==> src/sv/s20_ram.sv <==
module s20_ram #(
    parameter int WIDTH = 8,
    parameter int DEPTH = 64
) (
    input  logic                     clk,
    input  logic                     we,
    input  logic [$clog2(DEPTH)-1:0] waddr,
    input  logic [WIDTH-1:0]         wdata,
    input  logic [$clog2(DEPTH)-1:0] raddr,
    output logic [WIDTH-1:0]         rdata
);
    logic [WIDTH-1:0] mem [DEPTH];

    always_ff @(posedge clk)
    begin
        if (we)
        begin
            mem[waddr] <= wdata;
        end
        rdata <= mem[raddr];
    end
endmodule

==> config.mk <==
export PLATFORM = sky130hd
export DESIGN_NAME = s20_ram
export DESIGN_NICKNAME = d
export VERILOG_FILES = /design/src/sv/s20_ram.sv
export SDC_FILE = /design/constraint.sdc
export NUM_CORES = 1
export LEC_CHECK = 0
export BUFFER_PORTS_ARGS = -buffer_cell sky130_fd_sc_hd__buf_2
export CAP_MARGIN = 20
export CORE_ASPECT_RATIO = 1.1
export CORE_MARGIN = 2
export CORE_UTILIZATION = 62
export DETAILED_ROUTE_END_ITERATION = 16
export GPL_ROUTABILITY_DRIVEN = 0
export PLACE_DENSITY = 0.79
export SLEW_MARGIN = 20
export SYNTH_ARGS = -nofsm -noshare
export SYNTH_HDL_FRONTEND = slang
export SYNTH_SLANG_ARGS = --single-unit
==> constraint.sdc <==
create_clock -name clk -period 2.6 [get_ports clk]
set_clock_uncertainty 0.15 [all_clocks]
set_input_delay 0.13 -clock clk [delete_from_list [all_inputs] [get_ports clk]]
set_output_delay 0.13 -clock clk [all_outputs]
set_load 0.05 [all_outputs]
==> summary.md <==
Dividing the detail-routed wire length by the instance count gives 29.7 um. The async set-or-reset flop fraction in the synthesized netlist is 0%. Maximum buffer depth of the clock tree: 3. The number of global-route vias before repair came out at 10422. Buffers added to address setup during post-CTS repair amount to 0. Pin placement for this block handled 30 I/O pins. Global routing used 27.9% of the available tracks across all layers. The min-delay analysis places its worst path in the category input port to flip-flop.

For this run, the detailed router's first-pass iteration total came to 5. The dominant register cell in the synthesized netlist is edfxtp_1. For this run, the slowest stage of the critical path takes 510 ps.

The critical path is of the flip-flop to flip-flop type. The worst pin sits at a relative slew slack of 49.0%. The power density of the placed cells works out to 732 mW/mm^2. In this run, CTS created clock tree buffers numbering 48.

The worst path meets setup with 331 ps of slack. The share of the synthesized area in the top cell type came out at 76.2%. Traced cell by cell, the critical path runs through mux4_2 > mux2_2 > o221a_2 > nor3_1 > o32ai_1. The placed wire-length estimate was 27700 um; the reg2reg setup slack was 330 ps.

The path with the worst hold slack has its endpoint at mem[9][4]. The run finished with clean final reports. The top cell family by delay on the critical path is multiplexers. The initial utilization of the core area, before any placement, comes to 62.6%.

The routed design has 45900 um of wire. The required time of the critical path was 2870 ps; the width of the chip was 176 um. Cells with a size suffix above 1 make up 30.2% of the layout. The tools report the hold path startpoint as wdata[4]. When the netlist entered floorplanning its net count stood at 962. The capturing point of the worst reg2reg path was rdata[6]. The run gives 65 as the maximum number of pins on one net before global-route repair.

The time the final worst path needs with I/O delays and setup came out at 2270 ps. Final hold violation count: 0. In this run the tool buffered the top-level ports with 29 buffer cells. Across the run, the number of max-cap violations was 0. Data on the critical path arrives at its endpoint at 2540 ps. The kind of end point of the critical path is a flip-flop.

Clock-pin slew was measured on the worst setup and hold paths at 60 ps. Final number of max-transition violations: 0. In this run the critical register-to-register path is launched from mem[21][6]. The run gives 0.00746 uW as the leakage component of the power.

By count the netlist is led by 512 x edfxtp_1, 126 x mux4_2, 83 x nor2_1, 23 x mux2i_1, 19 x nand2_1. The post-layout instance count excluding filler cells is 1546, and the initial antenna violation count is 2. The largest fanout on the critical path works out to 1. By instance count, the leading cell after synthesis is edfxtp_1. Setup violations remaining at the end of the flow were counted as 0. In this run the remaining antenna-violating nets after routing total 0. The first global-routing pass estimated 67700 um of wire. The synthesized design contains 512 enable-type register cells. The run gives 146 ps as the worst slack at placement. The die outline area is 0.0340 mm^2. For the count of cell types in the netlist, the log shows 40.

Synthesis produced a netlist whose cell count is 940. The post-detailed-route via-to-cell ratio was 6.64. Launching instance or port of the critical path: mem[21][6]. The violation count after the first detailed-route iteration is 1385, and the remaining design rule violation count is 0. The sum of buffers and inverters on the critical path was 0; the post-route setup TNS was 0 ps. Derived from the worst setup path, the maximum achievable clock frequency is 0.441 GHz.

The cell at the root of the clock tree is clkbuf_16. The synthesized netlist occupies a cell area of 0.0202 mm^2. The critical path crosses 5 cells after its start point.

For the number of warnings printed during yosys synthesis, the log shows 0. The total core area was 0.0322 mm^2; the y dimension of the die was 193 um. Sequential cells were found to cover 77.0% of the synthesized design area. Setup repair after global routing left no endpoint under its margin. CTS built an H-tree with a depth of 2.

The number of cells on the worst reg-to-reg path is 5. Fill cells in the final layout number 1782. After clock tree synthesis, the repair step resized 0 gates.

Count of state elements after synthesis: 520. Detailed-route via count: 10259. The worst setup path is launched from a flip-flop. The slowest stage of the critical path belongs to the cell mux4_2. The logs give 69 for the cell row count and 560 ps for the clock network latency to the later pin of the worst-skew pair. The global-route congestion overflow total came out at 0. The number of clock sinks is 520, and the per-instance average area after synthesis is 21.5 um^2. In the post-synthesis netlist, the biggest area contributors are edfxtp_1 76%, mux4_2 14%, nor2_1 1.5%. Dividing the final minimum period by the clock period gives 87.3%. TritonCTS built the clock tree. For this run, the post-layout net count is 1108. For the pin with the worst max-slew slack, the measured transition is 765 ps. The library cell with the largest summed area after synthesis is edfxtp_1.

The tools report the maximum vdd ir drop as 530 uV. Cells fill 71.8% of the core in the end. Counting tap cells, the placed design contains a total of 1451 instances. The count of cells along the worst hold path works out to 1.

The area growth from synthesis to final layout was 14.6%.
[worst max-delay path by stage]
stage / end / slack (ps)
final: rdata[6] / 330
after global routing: rdata[4] / 320
after CTS: rdata[4] / 340
after detailed placement: rdata[7] / 150
after global placement: rdata[1] / 190
after floorplan: rdata[3] / 650
[where the power goes]
group	switching (uW)	internal [uW]
registers	33.9	9280
logic	600	382
clock network	2870	3770
[logic make-up after synthesis]
group,count (synthesis),share of synthesized area [%]
compound gates,54,2.07
buf+inv,51,1.57
flops,520,77.0
mux,162,15.9
simple gates,153,3.39
[registers in the layout (all words and copies together), names as in the netlist]
| signal | count |
|---|---|
| mem | 512 |
| rdata | 8 |
[final cells by class]
cell class | instances | area [um^2] | area share (%)
well taps | 426 | 533 | 2.31
flip-flops and latches | 520 | 15500 | 67.2
multi-input cells | 369 | 4320 | 18.7
repair buffers | 147 | 1270 | 5.51
diodes | 2 | 5.00 | 0.0216
clock buffers | 64 | 1290 | 5.59
clock inverters | 18 | 163 | 0.704
[stage by stage]
| stage | total power, uW | hold slack [ps] | area, um^2 |
|---|---|---|---|
| global placement | 10400 | 424 | 21500 |
| floorplan | 10000 | 78.9 | 20200 |
| global route | 17300 | 18.6 | 23100 |
| finish | 16900 | 6.22 | 23100 |
| CTS | 17000 | 16.4 | 23100 |
| detailed placement | 10400 | 437 | 21500 |
[placed cells by master (no fill, tap or decap), types with 6 or more instances in the layout]
cell	n
nand3_1	13
buf_12	16
o22ai_1	8
dfxtp_1	8
clkinv_2	7
a221oi_1	6
mux2_2	13
clkbuf_1	14
mux2i_1	23
mux4_2	126
o221ai_1	8
nor2_1	83
dlygate4sd3_1	11
nor2b_1	14
buf_4	94
clkbuf_16	49
edfxtp_1	512
buf_2	25
nand2_1	19
clkinv_1	7
nand2b_1	7
nor3_1	7
[worst register-to-register path: cells and delay by family (launching register included)]
family	cells	cell delay, ps
AOI/OAI and AO/OA	2	430
DFF	1	390
muxes	2	800
and+or+nand+nor	1	380
[timing repair]
action | 4_1_cts | 5_1_grt
endpoints found under the setup margin | 0 | 0
hold buffers | 11 | 0
hold endpoints to repair | 149 | 0
[routing by layer]
layer	wire (um)	GRT usage, %	up-vias	part of all wire, %
met5	0	0	-	0
li1	-	-	4209	-
met2	23200	46.2	642	50
met3	4230	4.90	100	9.2
met1	16900	38.2	5308	37
met4	1580	10.0	0	3.4
No activity file was read; power rests on OpenSTA's default activity.
