===== config.mk =====
export PLATFORM = sky130hd
export DESIGN_NAME = s20_core
export DESIGN_NICKNAME = d
export VERILOG_FILES = /design/src/sv/s20_pkg.sv /design/src/sv/s20_core.sv
export SDC_FILE = /design/constraint.sdc
export NUM_CORES = 2
export LEC_CHECK = 0
export BUFFER_PORTS_ARGS = -buffer_cell sky130_fd_sc_hd__buf_2
export CORE_MARGIN = 8
export CORE_UTILIZATION = 29
export CTS_BUF_LIST = sky130_fd_sc_hd__clkbuf_8
export CTS_CLUSTER_SIZE = 14
export DETAILED_ROUTE_END_ITERATION = 8
export PLACE_DENSITY = 0.47
export SLEW_MARGIN = 20
export SYNTH_ARGS = -nofsm -noshare
export SYNTH_HDL_FRONTEND = slang
export SYNTH_SLANG_ARGS = --single-unit

===== constraint.sdc =====
create_clock -name clk -period 27.5 [get_ports clk]
set_input_delay 2.75 -clock clk [delete_from_list [all_inputs] [get_ports clk]]
set_output_delay 2.75 -clock clk [all_outputs]
set_load 0.01 [all_outputs]

===== src/sv/s20_pkg.sv =====
package s20_pkg;

    localparam logic [31:0] SIGMA0   = 32'h61707865;
    localparam logic [31:0] SIGMA3   = 32'h6b206574;
    localparam logic [31:0] S1_LONG  = 32'h3320646e;
    localparam logic [31:0] S2_LONG  = 32'h79622d32;
    localparam logic [31:0] S1_SHORT = 32'h3120646e;
    localparam logic [31:0] S2_SHORT = 32'h79622d36;

    localparam int CFG_IDX_W  = 3;
    localparam int CFG_DATA_W = 64;

    localparam logic [CFG_IDX_W-1:0] REG_KEY_LO_A = 3'd0;
    localparam logic [CFG_IDX_W-1:0] REG_KEY_LO_B = 3'd1;
    localparam logic [CFG_IDX_W-1:0] REG_KEY_HI_A = 3'd2;
    localparam logic [CFG_IDX_W-1:0] REG_KEY_HI_B = 3'd3;
    localparam logic [CFG_IDX_W-1:0] REG_LONG_KEY = 3'd4;
    localparam logic [CFG_IDX_W-1:0] REG_NONCE    = 3'd5;

    typedef logic [31:0] word_t;
    typedef word_t [15:0] matrix_t;

    typedef struct packed {
        logic [7:0] message_byte;
        logic       final_byte;
    } in_item_t;

    typedef struct packed {
        logic [7:0] cipher_byte;
        logic       final_out;
    } out_item_t;

    // core status toward the byte path
    typedef struct packed {
        logic busy;
        logic done;
    } core_stat_t;

    typedef enum logic [1:0] {
        ST_IDLE,
        ST_RUN,
        ST_WRITE
    } core_state_t;

    function automatic word_t rotl(input word_t v, input int s);
        rotl = (v << s) | (v >> (32 - s));
    endfunction

    // one quarter round on (a,b,c,d)
    function automatic logic [127:0] qr(input word_t a, input word_t b,
                                        input word_t c, input word_t d);
        word_t b2;
        word_t c2;
        word_t d2;
        word_t a2;
        b2 = b ^ rotl(a + d, 7);
        c2 = c ^ rotl(b2 + a, 9);
        d2 = d ^ rotl(c2 + b2, 13);
        a2 = a ^ rotl(d2 + c2, 18);
        qr = {a2, b2, c2, d2};
    endfunction

endpackage


===== src/sv/s20_core.sv =====
// Round-iterative Salsa20 core: one half round (column or row) per cycle,
// then a write state stores the 16 finished words in the keystream RAM, 4 bytes
// per word over a 32-bit-wide memory.
module s20_core #(
    parameter int DOUBLE_ROUNDS = 10
) (
    input  logic              clk,
    input  logic              rst_n,
    input  logic              start,
    input  s20_pkg::matrix_t  init,
    output s20_pkg::core_stat_t stat,
    output logic              we,
    output logic [3:0]        waddr,
    output s20_pkg::word_t    wdata
);
    localparam int HALF_ROUNDS = 2 * DOUBLE_ROUNDS;
    localparam int RW = $clog2(HALF_ROUNDS + 1);

    s20_pkg::core_state_t state_reg, state_next;
    s20_pkg::matrix_t in_reg, w_reg, w_next, half;
    logic [RW-1:0] rnd_reg, rnd_next;
    logic [3:0]    idx_reg, idx_next;

    always_comb
    begin
        half = w_reg;
        if (!rnd_reg[0])
        begin
            {half[0],  half[4],  half[8],  half[12]} = s20_pkg::qr(w_reg[0],  w_reg[4],  w_reg[8],  w_reg[12]);
            {half[5],  half[9],  half[13], half[1]}  = s20_pkg::qr(w_reg[5],  w_reg[9],  w_reg[13], w_reg[1]);
            {half[10], half[14], half[2],  half[6]}  = s20_pkg::qr(w_reg[10], w_reg[14], w_reg[2],  w_reg[6]);
            {half[15], half[3],  half[7],  half[11]} = s20_pkg::qr(w_reg[15], w_reg[3],  w_reg[7],  w_reg[11]);
        end
        else
        begin
            {half[0],  half[1],  half[2],  half[3]}  = s20_pkg::qr(w_reg[0],  w_reg[1],  w_reg[2],  w_reg[3]);
            {half[5],  half[6],  half[7],  half[4]}  = s20_pkg::qr(w_reg[5],  w_reg[6],  w_reg[7],  w_reg[4]);
            {half[10], half[11], half[8],  half[9]}  = s20_pkg::qr(w_reg[10], w_reg[11], w_reg[8],  w_reg[9]);
            {half[15], half[12], half[13], half[14]} = s20_pkg::qr(w_reg[15], w_reg[12], w_reg[13], w_reg[14]);
        end
    end

    always_comb
    begin
        state_next = state_reg;
        unique case (state_reg)
            s20_pkg::ST_IDLE:
                if (start) state_next = s20_pkg::ST_RUN;
            s20_pkg::ST_RUN:
                if (rnd_reg == RW'(HALF_ROUNDS - 1)) state_next = s20_pkg::ST_WRITE;
            s20_pkg::ST_WRITE:
                if (idx_reg == 4'd15) state_next = s20_pkg::ST_IDLE;
            default: state_next = s20_pkg::ST_IDLE;
        endcase
    end

    always_comb
    begin
        rnd_next = rnd_reg;
        idx_next = idx_reg;
        w_next   = w_reg;
        unique case (state_reg)
            s20_pkg::ST_IDLE:
            begin
                rnd_next = '0;
                idx_next = '0;
                if (start) w_next = init;
            end
            s20_pkg::ST_RUN:
            begin
                w_next   = half;
                rnd_next = rnd_reg + RW'(1);
            end
            s20_pkg::ST_WRITE:
                idx_next = idx_reg + 4'd1;
            default: ;
        endcase
    end

    always_comb
    begin
        we    = (state_reg == s20_pkg::ST_WRITE);
        waddr = idx_reg;
        wdata = w_reg[idx_reg] + in_reg[idx_reg];
        stat.busy = (state_reg != s20_pkg::ST_IDLE);
        stat.done = (state_reg == s20_pkg::ST_WRITE) && (idx_reg == 4'd15);
    end

    always_ff @(posedge clk or negedge rst_n)
    begin
        if (!rst_n)
        begin
            state_reg <= s20_pkg::ST_IDLE;
            rnd_reg   <= '0;
            idx_reg   <= '0;
        end
        else
        begin
            state_reg <= state_next;
            rnd_reg   <= rnd_next;
            idx_reg   <= idx_next;
        end
    end

    always_ff @(posedge clk)
    begin
        w_reg <= w_next;
        if (state_reg == s20_pkg::ST_IDLE && start)
        begin
            in_reg <= init;
        end
    end

    a_start_idle: assert property (@(posedge clk) disable iff (!rst_n)
        start |-> state_reg == s20_pkg::ST_IDLE)
        else $error("core started while busy");
    a_write_order: assert property (@(posedge clk) disable iff (!rst_n)
        (we && idx_reg != 4'd15) |=> we && idx_reg == $past(idx_reg) + 4'd1)
        else $error("keystream write sequence broken");
    a_run_len: assert property (@(posedge clk) disable iff (!rst_n)
        (state_reg == s20_pkg::ST_RUN && rnd_reg == '0) |-> $past(start))
        else $error("round count not from start");
endmodule


==> impl_metrics.env <==
export IMPL_io_buffer_count=553
export IMPL_max_slew_worst_pin_slew_ns=1.399
export IMPL_run_status="finished, final reports clean"
export IMPL_track_usage=0.4246
export IMPL_hold_violations=0
export IMPL_ys_top_cells_by_area="edfxtp_1 29%, ha_1 12%, xnor2_1 11%"
export IMPL_vias=109600
export IMPL_wl_per_cell_um=49.15
export IMPL_htreeDepth=4
export IMPL_async_flop_share=0.01063
export IMPL_arrival_ns=15.81
export IMPL_grt_pass1_wl_um=1049000
export IMPL_syn_avg_cell_area_um2=9.683
export IMPL_overflow=0
export IMPL_hold_class="register to register"
export IMPL_rows=220
export IMPL_startpoint="w_reg[1]$_DFFE_PP_"
export IMPL_netlist_instances=10780
export IMPL_ant_nets=0
export IMPL_layout_drive_gt1_share=0.1824
export IMPL_num_nets_final=13620
export IMPL_yosys_warnings=0
export IMPL_crit_fanout=6
export IMPL_regToRegSetupSlack_ns=12.49
export IMPL_multi_input_area_um2=72590
export IMPL_maxCapViolations=0
export IMPL_synthFlopType="edfxtp_1"
export IMPL_ctsResizeCount=0
export IMPL_placed_cells=16600
export IMPL_cts_made_buffers=205
export IMPL_finalCritPeriodShare=0.5460
export IMPL_synth_edf_count=1024
export IMPL_path_clk_slew_ns=0.07
export IMPL_antenna_found_initial=259
export IMPL_rsz0062_at_grt="no"
export IMPL_synth_cell_types=101
export IMPL_cts_hold_buf=0
export IMPL_holdWs_ns=0.5276
export IMPL_seq_area_um2=31040
export IMPL_rr_startpoint="w_reg[1]$_DFFE_PP_"
export IMPL_dp_hpwl_um=708400
export IMPL_firstDrtPassIters=9
export IMPL_layout_cells_non_filler=17240
export IMPL_crit_cells=47
export IMPL_core_area_um2=358700
export IMPL_dieArea_um2=379500
export IMPL_grt_max_degree=166
export IMPL_post_route_drc_count=0
export IMPL_synth_seq_area_share=0.2971
export IMPL_regToRegEndpoint="w_reg[14]$_DFFE_PP_"
export IMPL_netlist_area_um2=104400
export IMPL_start_util=0.2911
export IMPL_drv_slew=0
export IMPL_dieWidth_um=616.1
export IMPL_endpoint_kind="register"
export IMPL_maxSlewHeadroom=0.06036
export IMPL_path_class="register to register"
export IMPL_area_growth_syn_to_layout_pct=18.92
export IMPL_cp_required_ns=28.29
export IMPL_critical_path_endpoint="w_reg[14]$_DFFE_PP_"
export IMPL_finalClockSkew_ns=0.1489
export IMPL_setup_viol=0
export IMPL_synth_common_cells="1266 x xnor2_1, 1035 x ha_1, 1024 x edfxtp_1"
export IMPL_synth_nets=12370
export IMPL_clk_latency_ns=1.17
export IMPL_post_drt_via_cell_ratio=6.356
export IMPL_cts_root_buffer="clkbuf_8"
export IMPL_cp_start_kind="register"
export IMPL_fillers=37280
export IMPL_synth_top_area_frac=0.2945
export IMPL_cts_buffer_depth=4
export IMPL_fmax_mhz=66.60
export IMPL_cts_tree="done"
export IMPL_gp_congestion=1.140
export IMPL_reg2regPathDepth=47
export IMPL_critPathTopFamily="compound AO/OA/AOI/OAI gates"
export IMPL_crit_slowest_cell="a2111oi_1"
export IMPL_ys_seq_elements=1035
export IMPL_fin_crit_ns=15.02
export IMPL_synth_most_common_cell="xnor2_1"
export IMPL_dr_first_iter_drc_count=19410
export IMPL_cts_setup_buffers=0
export IMPL_tns_ns=0
export IMPL_max_stage_delay_ns=0.65
export IMPL_path_buf_inv=2
export IMPL_wirelength_um=847300
export IMPL_yosys_area_top_type="edfxtp_1"
export IMPL_die_h_um=616.1
export IMPL_clock_sinks=1035
export IMPL_first_global_vias=96890
export IMPL_ioPinCount=554
-- layout make-up --
cell class,count,share of cell area
clock inverters,152,0.01022
diodes,281,0.005663
clock buffers,206,0.02283
multi-input cells,9189,0.5845
repair buffers,1341,0.07064
inverters,263,0.008011
well taps,4773,0.04809
flip-flops and latches,1035,0.2500
-- logic make-up (layout without fill, tap and decap cells) --
family | count (synthesis) | count (layout) | share of synthesized area
buffers and inverters | 560 | 1962 | 0.02014
flip-flops | 1035 | 1035 | 0.2971
other | 0 | 281 | 0
adder cells (fa/ha/maj) | 1068 | 1068 | 0.1303
multiplexers | 587 | 587 | 0.09467
AO/OA/AOI/OAI | 3173 | 3173 | 0.1910
XOR/XNOR | 1858 | 1858 | 0.1563
AND/OR/NAND/NOR | 2503 | 2503 | 0.1104
-- worst register-to-register path: cells and delay by family (launching register included) --
family,cells,cell delay (ns)
AOI/OAI and AO/OA,31,9.40
xor gates and xnor gates,4,1.38
adders and majority gates,4,1.75
buffers and inverters,2,0.40
DFF,1,0.54
and+or+nand+nor,6,1.28
-- per-layer routing --
metal | vias up | track usage | routed length [um]
li1 | 43210 | - | -
met1 | 54870 | 0.5266 | 320300
met2 | 9282 | 0.5633 | 324200
met3 | 2190 | 0.1584 | 109900
met4 | 38 | 0.3869 | 92560
met5 | - | 0 | 301
-- cells in the final DEF, fill, tap and decap left out, drive strengths merged, types with 110 or more instances in the layout --
cell type	netlist	layout
nand2b	129	129
o21bai	134	134
nor2	545	545
o21a	110	110
mux4	320	320
a21oi	839	839
inv	263	317
diode	0	281
edfxtp	1024	1024
o21ai	893	893
xor2	588	588
mux2i	262	262
xnor2	1267	1267
ha	1035	1035
nand2	1023	1023
nand3	179	179
clkbuf	237	206
buf	60	1341
nor3	135	135
a21o	520	520
-- worst min-delay path by stage --
stage                                start                     end  depth (start not counted)
global route        rnd_reg[1]$_DFFE_PN0P_  rnd_reg[1]$_DFFE_PN0P_                          2
floorplan           rnd_reg[1]$_DFFE_PN0P_  rnd_reg[1]$_DFFE_PN0P_                          2
global placement    rnd_reg[1]$_DFFE_PN0P_  rnd_reg[1]$_DFFE_PN0P_                          2
detailed placement  rnd_reg[1]$_DFFE_PN0P_  rnd_reg[1]$_DFFE_PN0P_                          2
CTS                 rnd_reg[1]$_DFFE_PN0P_  rnd_reg[1]$_DFFE_PN0P_                          2
finish              rnd_reg[1]$_DFFE_PN0P_  rnd_reg[1]$_DFFE_PN0P_                          2
-- through the flow --
stage | util | area (um2) | worst slack [ns]
4_1_cts | 0.3440 | 123400 | 13.02
3_5_place_dp | 0.3325 | 119300 | 13.11
6_report | 0.3462 | 124200 | 12.49
5_1_grt | 0.3451 | 123800 | 11.90
2_1_floorplan | - | 104400 | 2.134
3_3_place_gp | 0.3323 | 119200 | 12.12
Power is not shown: default switching activity piles up to over one toggle a cycle in this logic, so the estimate is an artifact.
